==> src/rtl/bpo_pkg.sv <==
// Shared types and constants for the box pair overlap push vector block.
// No dependencies; imported by the front, queue, back and top level modules.
package bpo_pkg;

	localparam int FIFO_DEPTH = 4;

	// Per-request control flags that travel from the front to the back.
	typedef struct packed {
		logic       hit;
		logic       push_en;
		logic [2:0] neg;
	} bpo_flags_t;

	localparam int FLAGS_W = $bits(bpo_flags_t);

endpackage

==> src/rtl/bpo_front.sv <==
// Front end: world transform, overlap test, dominant axis and velocity squares.
// Depends on bpo_pkg.
module bpo_front #(
	parameter int W = 16
) (
	input  logic                       clk,
	input  logic                       arst_n,
	input  logic                       in_valid,
	output logic                       in_ready,
	input  logic [3*W-1:0]             box_a_min,
	input  logic [3*W-1:0]             box_a_max,
	input  logic [3*W-1:0]             box_b_min,
	input  logic [3*W-1:0]             box_b_max,
	input  logic [3*W-1:0]             position_a,
	input  logic [3*W-1:0]             position_b,
	input  logic [3*W-1:0]             shift_a,
	input  logic [3*W-1:0]             shift_b,
	input  logic [3*W-1:0]             velocity_a,
	input  logic                       a_has_body,
	output logic                       req_valid,
	input  logic                       req_ready,
	output bpo_pkg::bpo_flags_t        req_flags,
	output logic [2:0][2*W-2:0]        req_sq,
	output logic [2*W-1:0]             req_sum,
	output logic [W-1:0]               req_dm
);
	import bpo_pkg::*;

	localparam logic signed [W-1:0] SMAX = {1'b0, {(W-1){1'b1}}};
	localparam logic signed [W-1:0] SMIN = {1'b1, {(W-1){1'b0}}};

	function automatic logic signed [W-1:0] sat_add(input logic signed [W-1:0] a,
			input logic signed [W-1:0] b);
		logic signed [W:0] s;
		s = {a[W-1], a} + {b[W-1], b};
		if (s[W] != s[W-1]) begin
			sat_add = s[W] ? SMIN : SMAX;
		end else begin
			sat_add = s[W-1:0];
		end
	endfunction

	function automatic logic signed [W-1:0] sat_sub(input logic signed [W-1:0] a,
			input logic signed [W-1:0] b);
		logic signed [W:0] s;
		s = {a[W-1], a} - {b[W-1], b};
		if (s[W] != s[W-1]) begin
			sat_sub = s[W] ? SMIN : SMAX;
		end else begin
			sat_sub = s[W-1:0];
		end
	endfunction

	logic                    adv;
	logic signed [W-1:0]     amin_d [0:2];
	logic signed [W-1:0]     amax_d [0:2];
	logic signed [W-1:0]     bmin_d [0:2];
	logic signed [W-1:0]     bmax_d [0:2];
	logic                    valid_s1;
	logic                    body_s1;
	logic signed [W-1:0]     amin_s1 [0:2];
	logic signed [W-1:0]     amax_s1 [0:2];
	logic signed [W-1:0]     bmin_s1 [0:2];
	logic signed [W-1:0]     bmax_s1 [0:2];
	logic signed [W-1:0]     vel_s1 [0:2];
	logic                    hit_d;
	logic [W-1:0]            av [0:2];
	logic [2:0]              ksel;
	logic signed [W-1:0]     dd;
	logic [2:0]              neg_d;
	logic                    vnz;
	logic [2*W-1:0]          prod [0:2];
	logic                    valid_s2;
	bpo_flags_t              flags_s2;
	logic [2*W-2:0]          sq_s2 [0:2];
	logic [W-1:0]            dm_s2;

	assign adv      = !valid_s2 || req_ready;
	assign in_ready = adv;

	always_comb begin
		for (int j = 0; j < 3; j++) begin
			amin_d[j] = sat_add(sat_add(box_a_min[j*W +: W], position_a[j*W +: W]),
				shift_a[j*W +: W]);
			amax_d[j] = sat_add(sat_add(box_a_max[j*W +: W], position_a[j*W +: W]),
				shift_a[j*W +: W]);
			bmin_d[j] = sat_add(sat_add(box_b_min[j*W +: W], position_b[j*W +: W]),
				shift_b[j*W +: W]);
			bmax_d[j] = sat_add(sat_add(box_b_max[j*W +: W], position_b[j*W +: W]),
				shift_b[j*W +: W]);
		end
	end

	always_ff @(posedge clk or negedge arst_n) begin
		if (!arst_n) begin
			valid_s1 <= 1'b0;
			valid_s2 <= 1'b0;
		end else if (adv) begin
			valid_s1 <= in_valid;
			valid_s2 <= valid_s1;
		end
	end

	always_ff @(posedge clk) begin
		if (adv) begin
			body_s1 <= a_has_body;
			for (int j = 0; j < 3; j++) begin
				amin_s1[j] <= amin_d[j];
				amax_s1[j] <= amax_d[j];
				bmin_s1[j] <= bmin_d[j];
				bmax_s1[j] <= bmax_d[j];
				vel_s1[j]  <= velocity_a[j*W +: W];
			end
		end
	end

	// Overlap, dominant axis (ties favor x, then y) and penetration depth.
	always_comb begin
		hit_d = 1'b1;
		for (int j = 0; j < 3; j++) begin
			if (!(amin_s1[j] <= bmax_s1[j] && amax_s1[j] >= bmin_s1[j])) begin
				hit_d = 1'b0;
			end
			av[j]   = vel_s1[j][W-1] ? W'(-vel_s1[j]) : W'(vel_s1[j]);
			prod[j] = (2*W)'(vel_s1[j] * vel_s1[j]);
		end
		if (av[0] >= av[1] && av[0] >= av[2]) begin
			ksel = 3'b001;
		end else if (av[1] >= av[2]) begin
			ksel = 3'b010;
		end else begin
			ksel = 3'b100;
		end
		dd = ksel[0] ? sat_sub(bmax_s1[0], amin_s1[0]) :
			(ksel[1] ? sat_sub(bmax_s1[1], amin_s1[1]) : sat_sub(bmax_s1[2], amin_s1[2]));
		for (int j = 0; j < 3; j++) begin
			neg_d[j] = vel_s1[j][W-1] ^ ksel[j] ^ dd[W-1];
		end
		vnz = (vel_s1[0] != '0) || (vel_s1[1] != '0) || (vel_s1[2] != '0);
	end

	always_ff @(posedge clk) begin
		if (adv) begin
			flags_s2.hit     <= hit_d;
			flags_s2.push_en <= hit_d && body_s1 && vnz;
			flags_s2.neg     <= neg_d;
			dm_s2            <= dd[W-1] ? W'(-dd) : W'(dd);
			for (int j = 0; j < 3; j++) begin
				sq_s2[j] <= prod[j][2*W-2:0];
			end
		end
	end

	assign req_valid = valid_s2;
	assign req_flags = flags_s2;
	assign req_dm    = dm_s2;
	assign req_sq[0] = sq_s2[0];
	assign req_sq[1] = sq_s2[1];
	assign req_sq[2] = sq_s2[2];
	assign req_sum   = {1'b0, sq_s2[0]} + {1'b0, sq_s2[1]} + {1'b0, sq_s2[2]};

endmodule

==> config.mk <==
export PLATFORM = sky130hd
export DESIGN_NAME = bpo_front
export DESIGN_NICKNAME = d
export VERILOG_FILES = /design/src/rtl/bpo_pkg.sv /design/src/rtl/bpo_front.sv
export SDC_FILE = /design/constraint.sdc
export NUM_CORES = 2
export LEC_CHECK = 0
export ABC_CLOCK_PERIOD_IN_PS = 13200
export BUFFER_PORTS_ARGS = -buffer_cell sky130_fd_sc_hd__buf_2
export CORE_MARGIN = 1.5
export CORE_UTILIZATION = 45
export CTS_CLUSTER_SIZE = 10
export DETAILED_ROUTE_END_ITERATION = 8
export PLACE_DENSITY_LB_ADDON = 0.15
export SLEW_MARGIN = 10
export SYNTH_ARGS = -nofsm -noshare
export SYNTH_HDL_FRONTEND = slang
export SYNTH_SLANG_ARGS = --single-unit
export TNS_END_PERCENT = 20
==> constraint.sdc <==
create_clock -name clk -period 13.2 [get_ports clk]
set_clock_uncertainty 0.05 [all_clocks]
set_input_delay 1.98 -clock clk [delete_from_list [all_inputs] [get_ports clk]]
set_output_delay 1.98 -clock clk [all_outputs]
set_load 0.02 [all_outputs]
==> impl_metrics.json <==
{
  "clockBufferDepth": 3,
  "io_buffers": 581,
  "r2r_slack_ns": 5.23,
  "syn_to_final_growth_pct": 10.15,
  "drv_cap": 0,
  "drt_iter0_markers": 2957,
  "yosys.area.top_type_share_pct": 23.13,
  "cp_slowest_stage_delay_ns": 0.80,
  "io_pins": 585,
  "postCtsHoldBufs": 0,
  "cp_max_fo": 15,
  "gp_congestion": 0.9592,
  "row_count": 138,
  "dp_hpwl_um": 163700,
  "critPathSlowestCell": "a2111oi_0",
  "yosys_warnings": 0,
  "cp.required_ns": 13.50,
  "whs_ns": 0.4158,
  "start_util_pct": 45.43,
  "syn_inst": 7105,
  "synthTopCellsByArea": "fa_1 (23%), edfxtp_1 (16%), ha_1 (16%), inv_1 (7.3%), xnor2_1 (5.0%)",
  "synth_top_cell_by_area": "fa_1",
  "ctsResizeCount": 0,
  "worst_pin_slew_ns": 1.130,
  "clock-root-buffer": "clkbuf_16",
  "setup_violations": 0,
  "fin_cells": 9566,
  "grt_use_total_pct": 26.64,
  "n_fill_cell": 13613,
  "post_cts_buffers": 0,
  "worstSkewPairLatency_ns": 0.66,
  "cts_htree_levels": 2,
  "path_common_cell": "a21oi_1",
  "die-area_um2": 145400,
  "drive_gt1_share_pct": 10.30,
  "relSlewSlack_pct": 24.70,
  "mostFrequentLayoutCells": "inv_1 (1261), ha_1 (830), fa_1 (744), buf_2 (581), a21oi_1 (483)",
  "endpoint_kind": "flip-flop",
  "post_drt_wl_per_cell_um": 20.03,
  "drv_slew": 0,
  "numCtsBuffers": 48,
  "avgViaCountPerCell": 5.424,
  "ys_types": 117,
  "grt_pass1_vias": 53729,
  "grt-ovfl-total": 0,
  "dp.cells": 9472,
  "final_common_cell": "inv_1",
  "postRouteAntennaNets": 0,
  "grt_pass1_wl_um": 300800,
  "cp.arrival_ns": 8.84,
  "nets": 9643,
  "die_w_um": 381.3,
  "antenna_found_initial": 50,
  "totalWireLength_um": 191600,
  "hold_viol": 0,
  "grt_setup_unrepaired": "false",
  "clk_pin_slew_ns": 0.05,
  "period_share_pct": 64.65,
  "netlist_area_um2": 64400,
  "avgSynthCellArea_um2": 9.064,
  "start_kind": "input port",
  "max_freq_mhz": 117.2,
  "async_flop_share_pct": 0.5650,
  "clock_sinks": 354,
  "dominantRegCellSynth": "edfxtp_1",
  "path_class": "in2reg",
  "grt_max_degree": 82,
  "post-route-min-period_ns": 8.534,
  "fp.dieH_um": 381.3,
  "hp-class": "reg2reg",
  "synth_edf_count": 352,
  "final.setup.tns_ns": 0,
  "core_area_um2": 141800,
  "cts_tree": "done",
  "ys_seq_elements": 354,
  "first_pass_iters": 5,
  "dr_total_vias": 51884,
  "drc": 0,
  "status": "finished clean",
  "ys_seq_area_share_pct": 16.49
}
[synthesized netlist by cell type, types with 16 or more instances]
library cell	number
a211oi_1	43
a21boi_0	25
a21o_1	226
a21oi_1	484
a31o_2	19
a31oi_1	52
and2_1	100
and3_1	44
buf_1	20
clkbuf_1	112
clkinv_1	16
edfxtp_1	352
fa_1	744
ha_1	830
inv_1	1261
nand2_1	444
nand2b_1	68
nand3_1	104
nand4_1	32
nor2_1	431
nor2b_1	62
nor3_1	108
o211ai_1	41
o21a_1	160
o21ai_0	278
o21ai_1	17
o21bai_1	78
o31ai_1	36
or2_2	24
or3_1	54
xnor2_1	368
xor2_1	155
[kinds of logic (layout without fill, tap and decap cells)]
family / Yosys count / after routing / share of synthesized area, %
XOR/XNOR: 523 / 523 / 7.112
flip-flops: 354 / 354 / 16.49
other: 1 / 23 / 0.005823
AO/OA/AOI/OAI: 1660 / 1660 / 16.92
adder cells (fa/ha/maj): 1579 / 1579 / 39.33
multiplexers: 21 / 21 / 0.3516
buffers and inverters: 1426 / 1975 / 8.367
AND/OR/NAND/NOR: 1541 / 1541 / 11.42
[layout make-up]
cell class	count	area (µm²)	share of cell area (%)
Timing Repair Buffer	620	3201	4.512
Antenna cell	17	42.54	0.05997
Inverter	1278	4797	6.762
Multi-Input combinational cell	5330	48440	68.28
Clock buffer	54	1224	1.725
Tap cell	1890	2365	3.333
Sequential cell	354	10620	14.97
Clock inverter	23	255.2	0.3598
[final timing paths]
kind	start	endpoint	cells after the start
min	valid_s1	req_valid	1
max in group asynchronous	arst_n	valid_s1	1
min in group asynchronous	arst_n	req_valid	1
max reg2reg	vel_s1[0][12]	sq_s2[0][29]	24
max	position_a[32]	amax_s1[0][40]	27
min reg2reg	valid_s1	req_valid	1
[registers in the layout, indices dropped and copies added, names as in the netlist, 5 cells and up]
name       count
sq_s2         90
bmin_s1       48
req_flags      5
bmax_s1       48
vel_s1        48
amin_s1       48
amax_s1       48
req_dm        16
[critical path, delay by kind of cell]
family	cells	cell delay [ns]
fa+ha+maj	3	0.73
compound gates	18	4.79
simple gates	4	1.07
buf+inv	2	0.22
[stage by stage]
stage / worst slack [ns] / utilization [%] / area (µm²)
6_report: 4.666 / 50.04 / 70940
5_1_grt: 3.873 / 50.03 / 70930
4_1_cts: 4.766 / 50.01 / 70890
3_5_place_dp: 4.162 / 48.97 / 69410
3_3_place_gp: 4.411 / 48.97 / 69410
2_1_floorplan: 0.6063 / - / 64420
[metal layers]
layer	vias up	part of all wire, %	GRT usage [%]
li1	25018	-	-
met1	25186	41	32.75
met2	1301	48	46.23
met3	329	6.7	5.708
met4	50	3.6	8.706
met5	-	0.15	0
Power is not shown: default switching activity piles up to over one toggle a cycle in this logic, so the estimate is an artifact.
