==> src/rtl/bpo_pkg.sv <==
// Shared types and constants for the box pair overlap push vector block.
// No dependencies; imported by the front, queue, back and top level modules.
package bpo_pkg;

	localparam int FIFO_DEPTH = 4;

	// Per-request control flags that travel from the front to the back.
	typedef struct packed {
		logic       hit;
		logic       push_en;
		logic [2:0] neg;
	} bpo_flags_t;

	localparam int FLAGS_W = $bits(bpo_flags_t);

endpackage

==> src/rtl/bpo_queue.sv <==
// Small request queue between the front end and the back end.
// Depends on bpo_pkg for its depth.
module bpo_queue #(
	parameter int DW = 8
) (
	input  logic          clk,
	input  logic          arst_n,
	input  logic          push_valid,
	output logic          push_ready,
	input  logic [DW-1:0] push_data,
	output logic          pop_valid,
	input  logic          pop_ready,
	output logic [DW-1:0] pop_data
);
	import bpo_pkg::*;

	localparam int AW = $clog2(FIFO_DEPTH);

	logic [DW-1:0] mem_q [0:FIFO_DEPTH-1];
	logic [AW-1:0] wr_ptr_q;
	logic [AW-1:0] rd_ptr_q;
	logic [AW:0]   count_q;
	logic          do_push;
	logic          do_pop;

	assign push_ready = (count_q != (AW+1)'(FIFO_DEPTH));
	assign pop_valid  = (count_q != '0);
	assign do_push    = push_valid && push_ready;
	assign do_pop     = pop_valid && pop_ready;
	assign pop_data   = mem_q[rd_ptr_q];

	always_ff @(posedge clk or negedge arst_n) begin
		if (!arst_n) begin
			wr_ptr_q <= '0;
			rd_ptr_q <= '0;
			count_q  <= '0;
		end else begin
			if (do_push) begin
				wr_ptr_q <= wr_ptr_q + 1'b1;
			end
			if (do_pop) begin
				rd_ptr_q <= rd_ptr_q + 1'b1;
			end
			if (do_push && !do_pop) begin
				count_q <= count_q + 1'b1;
			end else if (!do_push && do_pop) begin
				count_q <= count_q - 1'b1;
			end
		end
	end

	always_ff @(posedge clk) begin
		if (do_push) begin
			mem_q[wr_ptr_q] <= push_data;
		end
	end

endmodule

==> config.mk <==
export PLATFORM = sky130hd
export DESIGN_NAME = bpo_queue
export DESIGN_NICKNAME = d
export VERILOG_FILES = /design/src/rtl/bpo_pkg.sv /design/src/rtl/bpo_queue.sv
export SDC_FILE = /design/constraint.sdc
export NUM_CORES = 1
export LEC_CHECK = 0
export ABC_CLOCK_PERIOD_IN_PS = 4650
export BUFFER_PORTS_ARGS = -buffer_cell sky130_fd_sc_hd__buf_2
export CORE_MARGIN = 2
export CORE_UTILIZATION = 59
export CTS_CLUSTER_DIAMETER = 60
export CTS_CLUSTER_SIZE = 10
export DETAILED_ROUTE_END_ITERATION = 10
export PLACE_DENSITY = 0.91
export SLEW_MARGIN = 15
export SYNTH_ARGS = -nofsm -noshare
export SYNTH_HDL_FRONTEND = slang
export SYNTH_SLANG_ARGS = --single-unit
==> constraint.sdc <==
create_clock -name clk -period 4.65 [get_ports clk]
set_input_delay 0.2325 -clock clk [delete_from_list [all_inputs] [get_ports clk]]
set_output_delay 0.2325 -clock clk [all_outputs]
set_load 0.01 [all_outputs]
==> results of run 1 <==
==> area by class of cell <==
cell class | instances | area share, %
clock buffer | 5 | 2.113
clock inverter | 3 | 0.8451
inverter | 3 | 0.6338
multi-input combinational | 33 | 23.87
sequential | 39 | 63.94
tap | 30 | 2.113
timing repair buffer | 22 | 6.479
==> what timing repair did <==
item / CTS / global route
resized for setup: 0 / 0
hold endpoints to repair: 7 / 0
hold buffers: 1 / 0
==> final timing paths <==
check / startpoint / endpoint / slack, ps / cells past startpoint
max: count_q[2]$_DFFE_PN0P_ / count_q[2]$_DFFE_PN0P_ / 2540 / 8
min: push_data[0] / mem_q[0][0]$_DFFE_PP_ / 100 / 1
max reg2reg: count_q[2]$_DFFE_PN0P_ / count_q[2]$_DFFE_PN0P_ / 2540 / 8
min reg2reg: count_q[2]$_DFFE_PN0P_ / count_q[2]$_DFFE_PN0P_ / 580 / 1
max in group asynchronous: arst_n / count_q[2]$_DFFE_PN0P_ / 4240 / 2
min in group asynchronous: arst_n / rd_ptr_q[0]$_DFFE_PN0P_ / 250 / 2
==> flip-flops by register name, summed over array words and instances (netlist names) <==
| name | count |
|---|---|
| mem_q | 32 |
| rd_ptr_q | 2 |
| wr_ptr_q | 2 |
| count_q | 3 |
==> power by group through the flow <==
stage | clock [W] | combinational, W | sequential [W]
2_1_floorplan | 0 | 0.000291 | 0.000512
3_3_place_gp | 0 | 0.000332 | 0.000557
3_5_place_dp | 0 | 0.000347 | 0.000567
4_1_cts | 0.000163 | 0.000349 | 0.000559
5_1_grt | 0.000178 | 0.000372 | 0.000570
6_report | 0.000159 | 0.000342 | 0.000556
==> through the flow <==
step | total power, W | worst slack [ps] | cells | hold slack (ps) | utilization, %
floorplan | 0.0008030 | 2687 | 77 | -63.09 | -
CTS | 0.001071 | 2545 | 135 | 90.78 | 71.07
detailed placement | 0.0009138 | 2578 | 126 | 78.22 | 68.57
global route | 0.001120 | 2424 | 135 | 83.87 | 71.07
global placement | 0.0008887 | 2665 | 126 | 71.61 | 68.57
finish | 0.001057 | 2545 | 135 | 99.25 | 71.07
==> layer usage <==
layer / vias to the layer above / global-route usage (%) / routed length (um)
li1: 348 / - / -
met1: 360 / 19.20 / 975
met2: 18 / 28.40 / 1202
met3: 5 / 4.651 / 97
met4: 0 / 11.22 / 56
met5: - / 0 / 0
==> cell usage in the layout, fill, tap and decap left out <==
cell,n
sky130_fd_sc_hd__nand2_4,1
sky130_fd_sc_hd__nor2_1,1
sky130_fd_sc_hd__clkbuf_4,5
sky130_fd_sc_hd__or3_4,1
sky130_fd_sc_hd__dlygate4sd3_1,1
sky130_fd_sc_hd__xnor2_1,4
sky130_fd_sc_hd__clkinvlp_4,1
sky130_fd_sc_hd__mux4_2,8
sky130_fd_sc_hd__nand3_2,1
sky130_fd_sc_hd__mux2_4,1
sky130_fd_sc_hd__edfxtp_1,32
sky130_fd_sc_hd__inv_1,3
sky130_fd_sc_hd__and2_1,4
sky130_fd_sc_hd__dfrtp_1,7
sky130_fd_sc_hd__nor2_2,1
sky130_fd_sc_hd__ha_1,5
sky130_fd_sc_hd__mux2_2,1
sky130_fd_sc_hd__xor2_1,2
sky130_fd_sc_hd__clkinv_1,2
sky130_fd_sc_hd__a21boi_2,1
sky130_fd_sc_hd__fa_1,1
sky130_fd_sc_hd__buf_2,21
sky130_fd_sc_hd__nand2_1,1
==> logic make-up (layout without fill, tap and decap cells) <==
kind of cell             count (synthesis)  after routing  share of synthesized area [%]
buffers and inverters                    5             33                          1.501
AND/OR/NAND/NOR                         10             10                          4.502
XOR/XNOR                                 6              6                          3.318
multiplexers                            10             10                          13.03
flip-flops                              39             39                          71.72
AO/OA/AOI/OAI                            1              1                         0.7108
adder cells (fa/ha/maj)                  6              6                          5.213
==> impl_metrics.prom, run 1 <==
# TYPE chip_impl_metric gauge
chip_impl_info{name="run_status",value="complete, no violations"} 1
chip_impl_info{name="clock_tree.root_cell",value="sky130_fd_sc_hd__clkbuf_4"} 1
chip_impl_metric{name="grt_antenna_before_repair",unit=""} 0
chip_impl_metric{name="routed_wire_per_std_cell",unit="um"} 17.27
chip_impl_metric{name="grt_use_total",unit="%"} 17.03
chip_impl_metric{name="cts-htree-levels",unit=""} 2
chip_impl_metric{name="critical_path_peak_fanout",unit=""} 4
chip_impl_metric{name="fp.dieArea",unit="um^2"} 3115
chip_impl_metric{name="boundaryPins",unit=""} 22
chip_impl_metric{name="syn-mean-instance-area",unit="um^2"} 20.57
chip_impl_metric{name="hold_viol",unit=""} 0
chip_impl_metric{name="chipWidth",unit="um"} 55.82
chip_impl_metric{name="mappedNetlistNets",unit=""} 95
chip_impl_metric{name="power.density",unit="nW/um^2"} 594.9
chip_impl_info{name="synth_top_cell_by_area",value="sky130_fd_sc_hd__edfxtp_1"} 1
chip_impl_info{name="crit_path_frequent_cell",value="sky130_fd_sc_hd__xor2_1"} 1
chip_impl_metric{name="first_global_vias",unit=""} 789
chip_impl_metric{name="cp_slowest_stage_delay",unit="ps"} 450
chip_impl_info{name="crit_family",value="simple AND/OR/NAND/NOR gates"} 1
chip_impl_metric{name="async_reset_ff_share",unit="%"} 17.95
chip_impl_metric{name="clkSlewWorstSetupHoldPaths",unit="ps"} 110
chip_impl_metric{name="cellLeakagePower",unit="nW"} 0.6576
chip_impl_metric{name="grt_first_pass_wirelength",unit="um"} 3698
chip_impl_info{name="cts_tree",value="done"} 1
chip_impl_metric{name="die-height",unit="um"} 55.82
chip_impl_metric{name="fp.coreArea",unit="um^2"} 2500
chip_impl_metric{name="route.final.wire_length",unit="um"} 2332
chip_impl_metric{name="finish.net_count",unit=""} 122
chip_impl_metric{name="sequentialPowerShare",unit="%"} 52.6
chip_impl_metric{name="first_pass_iters",unit=""} 4
chip_impl_metric{name="place.gp.congestion",unit=""} 0.7008
chip_impl_metric{name="post_synth_num_cell_types",unit=""} 20
chip_impl_metric{name="detailed_place.area",unit="um^2"} 1714
chip_impl_metric{name="critPathArrivalTime",unit="ps"} 2370
chip_impl_metric{name="cp.required",unit="ps"} 4910
chip_impl_metric{name="clock_sinks",unit=""} 39
chip_impl_info{name="synthMostInstantiatedCell",value="sky130_fd_sc_hd__edfxtp_1"} 1
chip_impl_metric{name="cts_buffers",unit=""} 5
chip_impl_metric{name="synthToLayoutAreaGrowth",unit="%"} 12.16
chip_impl_metric{name="num_rows",unit=""} 18
chip_impl_metric{name="timing.critical_path.buf_inv",unit=""} 1
chip_impl_info{name="rsz0062_at_grt",value="false"} 1
chip_impl_metric{name="grt_start_max_net_pins",unit=""} 13
chip_impl_info{name="most_used_flip_flop_cell_after_synthesis",value="sky130_fd_sc_hd__edfxtp_1"} 1
chip_impl_metric{name="clk-insertion-delay-late",unit="ps"} 340
chip_impl_info{name="cp-end-kind",value="flip-flop"} 1
chip_impl_info{name="commonest_cells_in_the_netlist",value="sky130_fd_sc_hd__edfxtp_1, sky130_fd_sc_hd__mux4_2, sky130_fd_sc_hd__dfrtp_1, sky130_fd_sc_hd__ha_1"} 1
chip_impl_metric{name="nFillCells",unit=""} 155
chip_impl_metric{name="period_share",unit="%"} 45.27
chip_impl_metric{name="number_of_setup_buffers_added_after_cts",unit=""} 0
chip_impl_info{name="hold_crit_path_type",value="input pin to flip-flop"} 1
chip_impl_metric{name="worst_case_headroom_to_the_max_slew_limit",unit="%"} 59.16
chip_impl_metric{name="synth_enable_flop_cells",unit=""} 32
chip_impl_metric{name="irDropWorstVdd",unit="mV"} 0.4888
chip_impl_metric{name="port_buffers",unit=""} 21
chip_impl_info{name="critical_path_class",value="flip-flop to flip-flop"} 1
chip_impl_metric{name="route.detailed.drc",unit=""} 0
chip_impl_metric{name="multi_input_area",unit="um^2"} 424.2
chip_impl_metric{name="ys_ff_latch",unit=""} 39
chip_impl_metric{name="layout.area.seq",unit="um^2"} 1136
chip_impl_metric{name="violation_count_after_the_first_detailed_route_iteration",unit=""} 9
chip_impl_info{name="timing.critical_path.cells",value="or3_4 -> nand2_4 -> ha_1 -> inv_1 -> fa_1 -> xor2_1 -> nor2_1 -> xor2_1"} 1
chip_impl_metric{name="netlist_area_before_placement",unit="um^2"} 1584
chip_impl_metric{name="synth_sequential_area_ratio",unit="%"} 71.72
chip_impl_metric{name="cts-root-to-sink-buffers",unit=""} 2
chip_impl_metric{name="drv_slew",unit=""} 0
chip_impl_metric{name="antenna_cells",unit=""} 0
chip_impl_metric{name="fin_worst_skew",unit="ps"} 7.487
chip_impl_metric{name="layout_min_cycle_time",unit="ps"} 2105
chip_impl_metric{name="fin_setup_tns",unit="ps"} 0
chip_impl_metric{name="final_design_instance_area_without_fill",unit="um^2"} 1777
chip_impl_metric{name="power.switching",unit="W"} 0.0003411
chip_impl_metric{name="post_synthesis_instance_total",unit=""} 77
chip_impl_metric{name="power.clock.fraction",unit="%"} 15.0
chip_impl_metric{name="internal-power",unit="W"} 0.0007159
chip_impl_metric{name="report.final.setup_viol",unit=""} 0
chip_impl_info{name="worst_setup_path_start_kind",value="flip-flop"} 1
chip_impl_metric{name="sw_frac_of_total",unit="%"} 32.27
chip_impl_info{name="ys_top_cells_by_area",value="sky130_fd_sc_hd__edfxtp_1, sky130_fd_sc_hd__mux4_2, sky130_fd_sc_hd__dfrtp_1"} 1
chip_impl_metric{name="place.detailed.hpwl",unit="um"} 1598
chip_impl_metric{name="ant_nets",unit=""} 0
chip_impl_metric{name="post_route_cells_drive_above_1_share",unit="%"} 40.00
chip_impl_metric{name="worstMarginPinSlew",unit="ps"} 612.7
chip_impl_metric{name="synth_top_cell_area_share",unit="%"} 60.66
chip_impl_metric{name="route.vias.total",unit=""} 731
chip_impl_metric{name="leftover_overflow_at_the_end_of_global_routing",unit=""} 0
chip_impl_metric{name="max-cap-violations",unit=""} 0
chip_impl_metric{name="start_util",unit="%"} 63.36
chip_impl_info{name="cp_slowest_cell",value="sky130_fd_sc_hd__dfrtp_1"} 1
chip_impl_metric{name="power.combinational.fraction",unit="%"} 32.4
chip_impl_metric{name="via_per_inst",unit=""} 5.415
chip_impl_metric{name="max_freq",unit="MHz"} 475.0
chip_impl_metric{name="yosys_warnings",unit=""} 0
No activity file was read; power rests on OpenSTA's default activity.
==> run 2: changes to the inputs <==
--- a/config.mk
+++ b/config.mk
@@ -5,14 +5,14 @@
 export SDC_FILE = /design/constraint.sdc
 export NUM_CORES = 1
 export LEC_CHECK = 0
-export ABC_CLOCK_PERIOD_IN_PS = 4650
+export ABC_CLOCK_PERIOD_IN_PS = 1800
 export BUFFER_PORTS_ARGS = -buffer_cell sky130_fd_sc_hd__buf_2
 export CORE_MARGIN = 2
-export CORE_UTILIZATION = 59
+export CORE_UTILIZATION = 50
 export CTS_CLUSTER_DIAMETER = 60
 export CTS_CLUSTER_SIZE = 10
 export DETAILED_ROUTE_END_ITERATION = 10
-export PLACE_DENSITY = 0.91
+export PLACE_DENSITY = 0.83
 export SLEW_MARGIN = 15
 export SYNTH_ARGS = -nofsm -noshare
 export SYNTH_HDL_FRONTEND = slang
==> constraint.sdc (replaced) <==
create_clock -name clk -period 1.8 [get_ports clk]
set_input_delay 0.09 -clock clk [delete_from_list [all_inputs] [get_ports clk]]
set_output_delay 0.09 -clock clk [all_outputs]
set_load 0.01 [all_outputs]
==> impl_metrics.prom, run 2 (synthesis gave the netlist of run 1 again) <==
# TYPE chip_impl_metric gauge
chip_impl_metric{name="max-cap-violations",unit=""} 0
chip_impl_metric{name="critPathArrivalTime",unit="ps"} 2160
chip_impl_metric{name="place.gp.congestion",unit=""} 0.6556
chip_impl_info{name="mostFrequentLayoutCell",value="sky130_fd_sc_hd__edfxtp_1"} 1
chip_impl_metric{name="cellLeakagePower",unit="nW"} 0.7793
chip_impl_metric{name="power.switching",unit="W"} 0.0009383
chip_impl_metric{name="nFillCells",unit=""} 206
chip_impl_metric{name="internal-power",unit="W"} 0.002182
chip_impl_metric{name="route.vias.total",unit=""} 825
chip_impl_metric{name="start_util",unit="%"} 52.31
chip_impl_metric{name="chipWidth",unit="um"} 60.29
chip_impl_metric{name="grt_first_pass_wirelength",unit="um"} 3953
chip_impl_metric{name="irDropWorstVdd",unit="mV"} 0.8790
chip_impl_metric{name="worstMarginPinSlew",unit="ps"} 418.6
chip_impl_metric{name="first_global_vias",unit=""} 857
chip_impl_metric{name="power.combinational.fraction",unit="%"} 38.9
chip_impl_metric{name="power.clock.fraction",unit="%"} 17.8
chip_impl_metric{name="cts_buffers",unit=""} 5
chip_impl_metric{name="layout_min_cycle_time",unit="ps"} 1890
chip_impl_metric{name="route.detailed.drc",unit=""} 0
chip_impl_metric{name="critical_path_peak_fanout",unit=""} 2
chip_impl_metric{name="first_pass_iters",unit=""} 5
chip_impl_metric{name="total_power",unit="W"} 0.003120
chip_impl_metric{name="grt_antenna_before_repair",unit=""} 0
chip_impl_metric{name="grt_start_max_net_pins",unit=""} 13
chip_impl_metric{name="die-height",unit="um"} 60.29
chip_impl_metric{name="ant_nets",unit=""} 0
chip_impl_info{name="min_from",value="pop_ready"} 1
chip_impl_metric{name="num_rows",unit=""} 20
chip_impl_info{name="cts_tree",value="done"} 1
chip_impl_metric{name="max_freq",unit="MHz"} 529.1
chip_impl_metric{name="post_route_cells_drive_above_1_share",unit="%"} 47.24
chip_impl_metric{name="drv_slew",unit=""} 0
chip_impl_metric{name="clk-insertion-delay-late",unit="ps"} 340
chip_impl_metric{name="route.final.wire_length",unit="um"} 2596
chip_impl_metric{name="routed_wire_per_std_cell",unit="um"} 15.18
chip_impl_metric{name="grt_use_total",unit="%"} 16.58
chip_impl_metric{name="sw_frac_of_total",unit="%"} 30.07
chip_impl_metric{name="boundaryPins",unit=""} 22
chip_impl_metric{name="fp.coreArea",unit="um^2"} 3028
chip_impl_info{name="rsz0062_at_grt",value="true"} 1
chip_impl_metric{name="cp.required",unit="ps"} 2070
chip_impl_metric{name="period_share",unit="%"} 105.0
chip_impl_metric{name="leftover_overflow_at_the_end_of_global_routing",unit=""} 0
chip_impl_metric{name="cts-htree-levels",unit=""} 2
chip_impl_info{name="critical_path_class",value="flip-flop to flip-flop"} 1
chip_impl_metric{name="hold_viol",unit=""} 0
chip_impl_info{name="worst_setup_path_start_kind",value="flip-flop"} 1
chip_impl_info{name="hold_crit_path_type",value="input pin to flip-flop"} 1
chip_impl_metric{name="synthToLayoutAreaGrowth",unit="%"} 27.65
chip_impl_info{name="violated_checks",value="setup timing"} 1
chip_impl_metric{name="cts-root-to-sink-buffers",unit=""} 2
chip_impl_metric{name="clkSlewWorstSetupHoldPaths",unit="ps"} 110
chip_impl_metric{name="clock_sinks",unit=""} 39
chip_impl_info{name="cp-startpoint",value="count_q[0]$_DFFE_PN0P_"} 1
chip_impl_metric{name="hold-worst-slack",unit="ps"} 35.16
chip_impl_info{name="cp-end-kind",value="flip-flop"} 1
chip_impl_info{name="mostFrequentLayoutCells",value="sky130_fd_sc_hd__edfxtp_1, sky130_fd_sc_hd__buf_2, sky130_fd_sc_hd__buf_4"} 1
chip_impl_metric{name="violation_count_after_the_first_detailed_route_iteration",unit=""} 15
chip_impl_info{name="top_register",value="mem_q"} 1
chip_impl_metric{name="via_per_inst",unit=""} 4.825
chip_impl_metric{name="largest_reg_flops",unit=""} 32
chip_impl_metric{name="antenna_cells",unit=""} 0
chip_impl_metric{name="fin_worst_skew",unit="ps"} 2.995
chip_impl_info{name="clock_tree.root_cell",value="sky130_fd_sc_hd__clkbuf_4"} 1
chip_impl_metric{name="sequentialPowerShare",unit="%"} 43.4
chip_impl_metric{name="finish.net_count",unit=""} 144
chip_impl_info{name="layout_top_registers",value="mem_q: 32 flops, count_q: 3 flops"} 1
chip_impl_metric{name="report.final.setup_viol",unit=""} 2
chip_impl_metric{name="place.detailed.hpwl",unit="um"} 1720
chip_impl_info{name="timing.rr.start",value="count_q[0]$_DFFE_PN0P_"} 1
chip_impl_metric{name="port_buffers",unit=""} 21
chip_impl_metric{name="worst_case_headroom_to_the_max_slew_limit",unit="%"} 72.10
chip_impl_info{name="run_status",value="finished, violations left"} 1
chip_impl_metric{name="power.density",unit="nW/um^2"} 1543
chip_impl_metric{name="fp.dieArea",unit="um^2"} 3634
chip_impl_metric{name="layout_setup_ws",unit="ps"} -89.92
[run 2: cell count changes in the layout (fill, tap and decap cells not counted), sizes merged]
| cell | before | now |
|---|---|---|
| clkinvlp | 1 | 0 |
| bufinv | 0 | 1 |
| dlygate4sd3 | 1 | 9 |
| buf | 21 | 35 |
[run 2: per-layer routing]
metal  wire length (um)  GRT usage (%)  vias up  part of all wire, %
li1                   -              -      393                    -
met1                992          17.18      410                   38
met2               1441          29.04       16                   56
met3                113          6.710        6                  4.4
met4                 49          7.619        0                  1.9
met5                  0              0        -                    0
[run 2: what timing repair did]
action,CTS,global route
setup buffers,1,1
setup endpoints to repair,2,2
gates resized for setup,0,0
hold endpoints to repair,39,0
hold buffers,9,0
pin swaps,1,0
[run 2: through the flow]
| stage | utilization, % | cell area, um^2 | worst slack [ps] | TNS (ps) | std cells |
|---|---|---|---|---|---|
| 2_1_floorplan | - | 1603 | -98.55 | -184.0 | 77 |
| 3_3_place_gp | 60.79 | 1841 | 14.45 | 0 | 152 |
| 3_5_place_dp | 60.79 | 1841 | -97.32 | -129.4 | 152 |
| 4_1_cts | 66.53 | 2014 | -100.5 | -169.3 | 170 |
| 5_1_grt | 66.78 | 2022 | -159.7 | -269.5 | 171 |
| 6_report | 66.78 | 2022 | -89.92 | -150.5 | 171 |
[run 2: worst paths after layout]
kind                            slack (ps)                      end  cells past startpoint
worst max-delay path                   -90   count_q[2]$_DFFE_PN0P_                      8
worst min-delay path                    40  rd_ptr_q[1]$_DFFE_PN0P_                      3
worst max register to register         -90   count_q[2]$_DFFE_PN0P_                      8
worst min register to register         600  wr_ptr_q[1]$_DFFE_PN0P_                      1
max in group asynchronous             1530   count_q[2]$_DFFE_PN0P_                      2
min in group asynchronous              110  rd_ptr_q[1]$_DFFE_PN0P_                      2
[run 2: layout make-up]
| type | count | area [um^2] | share of cell area [%] |
|---|---|---|---|
| inverter | 3 | 11.26 | 0.5569 |
| timing repair buffer | 44 | 300.3 | 14.85 |
| multi-input combinational | 33 | 442.9 | 21.91 |
| tap | 44 | 55.05 | 2.723 |
| clock inverter | 3 | 38.79 | 1.918 |
| sequential | 39 | 1136 | 56.19 |
| clock buffer | 5 | 37.54 | 1.856 |
[run 2: power groups by stage]
stage | registers (W) | logic (W) | clock network, W
2_1_floorplan | 0.00133 | 0.000790 | 0
3_3_place_gp | 0.00135 | 0.00115 | 0
3_5_place_dp | 0.00138 | 0.00119 | 0
4_1_cts | 0.00136 | 0.00122 | 0.000574
5_1_grt | 0.00138 | 0.00132 | 0.000605
6_report | 0.00135 | 0.00121 | 0.000554
[run 2: worst max-delay path, cell delays in order, from the launching register on]
cell and delay [ps]:
sky130_fd_sc_hd__dfrtp_1 410, sky130_fd_sc_hd__or3_4 420, sky130_fd_sc_hd__nand2_4 80, sky130_fd_sc_hd__ha_4 130, sky130_fd_sc_hd__inv_2 30, sky130_fd_sc_hd__fa_2 330
sky130_fd_sc_hd__xor2_1 150, sky130_fd_sc_hd__nor2_1 110, sky130_fd_sc_hd__xor2_1 150
==> run 3: changes to the inputs <==
--- a/config.mk
+++ b/config.mk
@@ -5,7 +5,6 @@
 export SDC_FILE = /design/constraint.sdc
 export NUM_CORES = 1
 export LEC_CHECK = 0
-export ABC_CLOCK_PERIOD_IN_PS = 1800
 export BUFFER_PORTS_ARGS = -buffer_cell sky130_fd_sc_hd__buf_2
 export CORE_MARGIN = 2
 export CORE_UTILIZATION = 50
@@ -13,6 +12,7 @@
 export CTS_CLUSTER_SIZE = 10
 export DETAILED_ROUTE_END_ITERATION = 10
 export PLACE_DENSITY = 0.83
+export SKIP_LAST_GASP = 1
 export SLEW_MARGIN = 15
 export SYNTH_ARGS = -nofsm -noshare
 export SYNTH_HDL_FRONTEND = slang
==> constraint.sdc (replaced) <==
create_clock -name clk -period 1.8 [get_ports clk]
set_input_delay 0.54 -clock clk [delete_from_list [all_inputs] [get_ports clk]]
set_output_delay 0.54 -clock clk [all_outputs]
set_load 0.01 [all_outputs]
==> impl_metrics.prom, run 3 (synthesis gave the netlist of run 1 again) <==
# TYPE chip_impl_metric gauge
chip_impl_metric{name="dp.cells",unit=""} 157
chip_impl_info{name="hold_crit_path_type",value="input pin to flip-flop"} 1
chip_impl_metric{name="place.gp.congestion",unit=""} 0.6949
chip_impl_metric{name="worst_case_headroom_to_the_max_slew_limit",unit="%"} 70.90
chip_impl_metric{name="critPathArrivalTime",unit="ps"} 1520
chip_impl_metric{name="via_per_inst",unit=""} 4.852
chip_impl_metric{name="grt_use_total",unit="%"} 17.64
chip_impl_metric{name="place.detailed.hpwl",unit="um"} 1966
chip_impl_info{name="worst_setup_path_start_kind",value="flip-flop"} 1
chip_impl_info{name="violated_checks",value="setup timing"} 1
chip_impl_metric{name="route.detailed.drc",unit=""} 0
chip_impl_metric{name="clkSlewWorstSetupHoldPaths",unit="ps"} 110
chip_impl_metric{name="route.final.wire_length",unit="um"} 2688
chip_impl_metric{name="synthToLayoutAreaGrowth",unit="%"} 30.81
chip_impl_metric{name="chipWidth",unit="um"} 60.29
chip_impl_info{name="mostFrequentLayoutCell",value="sky130_fd_sc_hd__edfxtp_1"} 1
chip_impl_info{name="mostFrequentLayoutCells",value="sky130_fd_sc_hd__edfxtp_1, sky130_fd_sc_hd__buf_4, sky130_fd_sc_hd__buf_2"} 1
chip_impl_metric{name="grt_start_max_net_pins",unit=""} 13
chip_impl_metric{name="drv_slew",unit=""} 0
chip_impl_info{name="cts_tree",value="done"} 1
chip_impl_metric{name="hold_viol",unit=""} 0
chip_impl_metric{name="port_buffers",unit=""} 21
chip_impl_metric{name="cts_buffers",unit=""} 5
chip_impl_metric{name="power.density",unit="nW/um^2"} 1697
chip_impl_metric{name="critical_path_peak_fanout",unit=""} 5
chip_impl_metric{name="max_freq",unit="MHz"} 484.4
chip_impl_metric{name="largest_reg_flops",unit=""} 32
chip_impl_metric{name="report.final.setup_viol",unit=""} 11
chip_impl_metric{name="fin_setup_tns",unit="ps"} -2235
chip_impl_metric{name="clk-insertion-delay-late",unit="ps"} 330
chip_impl_metric{name="post_route_cells_drive_above_1_share",unit="%"} 52.80
chip_impl_metric{name="cellLeakagePower",unit="nW"} 0.8079
chip_impl_metric{name="worstMarginPinSlew",unit="ps"} 436.6
chip_impl_metric{name="violation_count_after_the_first_detailed_route_iteration",unit=""} 22
chip_impl_metric{name="layout_min_cycle_time",unit="ps"} 2064
chip_impl_metric{name="route.vias.total",unit=""} 820
chip_impl_metric{name="fp.dieArea",unit="um^2"} 3634
chip_impl_metric{name="cts-root-to-sink-buffers",unit=""} 2
chip_impl_metric{name="post_layout_nonfiller_instances",unit=""} 169
chip_impl_info{name="clock_tree.root_cell",value="sky130_fd_sc_hd__clkbuf_4"} 1
chip_impl_info{name="run_status",value="finished, violations left"} 1
chip_impl_metric{name="boundaryPins",unit=""} 22
chip_impl_metric{name="fp.coreArea",unit="um^2"} 3028
chip_impl_metric{name="grt_first_pass_wirelength",unit="um"} 4305
chip_impl_info{name="layout_top_registers",value="mem_q: 32 flops, count_q: 3 flops"} 1
chip_impl_metric{name="fin_worst_skew",unit="ps"} 11.79
chip_impl_metric{name="cts-htree-levels",unit=""} 2
chip_impl_metric{name="start_util",unit="%"} 52.31
chip_impl_metric{name="die-height",unit="um"} 60.29
chip_impl_metric{name="leftover_overflow_at_the_end_of_global_routing",unit=""} 0
chip_impl_metric{name="clock_sinks",unit=""} 39
chip_impl_metric{name="max-cap-violations",unit=""} 0
chip_impl_metric{name="grt_antenna_before_repair",unit=""} 0
chip_impl_metric{name="first_global_vias",unit=""} 942
chip_impl_metric{name="first_pass_iters",unit=""} 4
chip_impl_metric{name="cp.required",unit="ps"} 1260
chip_impl_metric{name="routed_wire_per_std_cell",unit="um"} 15.91
chip_impl_info{name="top_register",value="mem_q"} 1
chip_impl_metric{name="antenna_cells",unit=""} 0
chip_impl_info{name="rsz0062_at_grt",value="true"} 1
chip_impl_metric{name="finish.net_count",unit=""} 142
chip_impl_metric{name="period_share",unit="%"} 114.7
chip_impl_metric{name="irDropWorstVdd",unit="mV"} 0.8731
chip_impl_metric{name="layout_setup_ws",unit="ps"} -264.4
chip_impl_metric{name="ant_nets",unit=""} 0
chip_impl_info{name="cp-end-kind",value="output pin"} 1
chip_impl_info{name="critical_path_class",value="flip-flop to output pin"} 1
chip_impl_metric{name="setup.reg_to_reg.worst_slack",unit="ps"} -100
chip_impl_metric{name="num_rows",unit=""} 20
[run 3: cell count changes in the layout (fill, tap and decap cells not counted), sizes merged]
cell         previous run  this run
clkinv                  2         0
dlygate4sd3             9         1
buf                    35        41
bufinv                  1         2
clkbuf                  5         6
[run 3: repair_timing]
item                       CTS  global route
setup buffers                3             1
hold endpoints to repair     0             1
resized for setup            7             4
hold buffers                 0             1
pin swaps                    5             0
setup endpoints to repair   11            11
[run 3: worst max-delay path: stages (launching register included)]
cell	delay, ps
sky130_fd_sc_hd__dfrtp_1	390
sky130_fd_sc_hd__buf_6	150
sky130_fd_sc_hd__mux4_2	520
sky130_fd_sc_hd__buf_6	140
[run 3: worst paths after layout]
| check | start | to | cells past startpoint |
|---|---|---|---|
| worst max-delay path | rd_ptr_q[0]$_DFFE_PN0P_ | pop_data[6] | 3 |
| worst min register to register | count_q[2]$_DFFE_PN0P_ | count_q[2]$_DFFE_PN0P_ | 2 |
| max in group asynchronous | arst_n | rd_ptr_q[0]$_DFFE_PN0P_ | 2 |
| min in group asynchronous | arst_n | count_q[1]$_DFFE_PN0P_ | 2 |
| worst min-delay path | push_data[2] | mem_q[0][2]$_DFFE_PP_ | 1 |
| worst max register to register | count_q[1]$_DFFE_PN0P_ | count_q[2]$_DFFE_PN0P_ | 8 |
[run 3: area by class of cell]
class                      instances  area [um^2]
fill                             196        955.9
inverter                           3        11.26
sequential                        39         1136
clock inverter                     2        60.06
clock buffer                       6        41.29
tap                               44        55.05
timing repair buffer              42        320.3
multi-input combinational         33        447.9
[run 3: power breakdown]
group          switching [W]  internal (W)  total, W
clock network       0.000261      0.000434  0.000695
logic               0.000613      0.000858   0.00147
registers           0.000128       0.00122   0.00135
total                0.00100       0.00251   0.00352
[run 3: through the flow]
step | hold slack [ps] | utilization (%) | total power, W | instance area (um^2) | setup WS (ps)
finish | 411.9 | 68.43 | 0.003516 | 2072 | -264.4
global route | 390.7 | 68.43 | 0.003730 | 2072 | -349.7
CTS | 7.342 | 67.02 | 0.003457 | 2029 | -286.9
detailed placement | 378.8 | 62.02 | 0.002646 | 1878 | -81.15
global placement | 378.1 | 62.02 | 0.002541 | 1878 | -0.4694
floorplan | 244.4 | - | 0.002116 | 1603 | -98.55
[run 3: metal layers]
| layer | GRT usage (%) | share of wire, % |
|---|---|---|
| met4 | 9.524 | 1.8 |
| met2 | 29.66 | 54 |
| met3 | 4.545 | 3.0 |
| met1 | 20.53 | 41 |
| met5 | 0 | 0 |
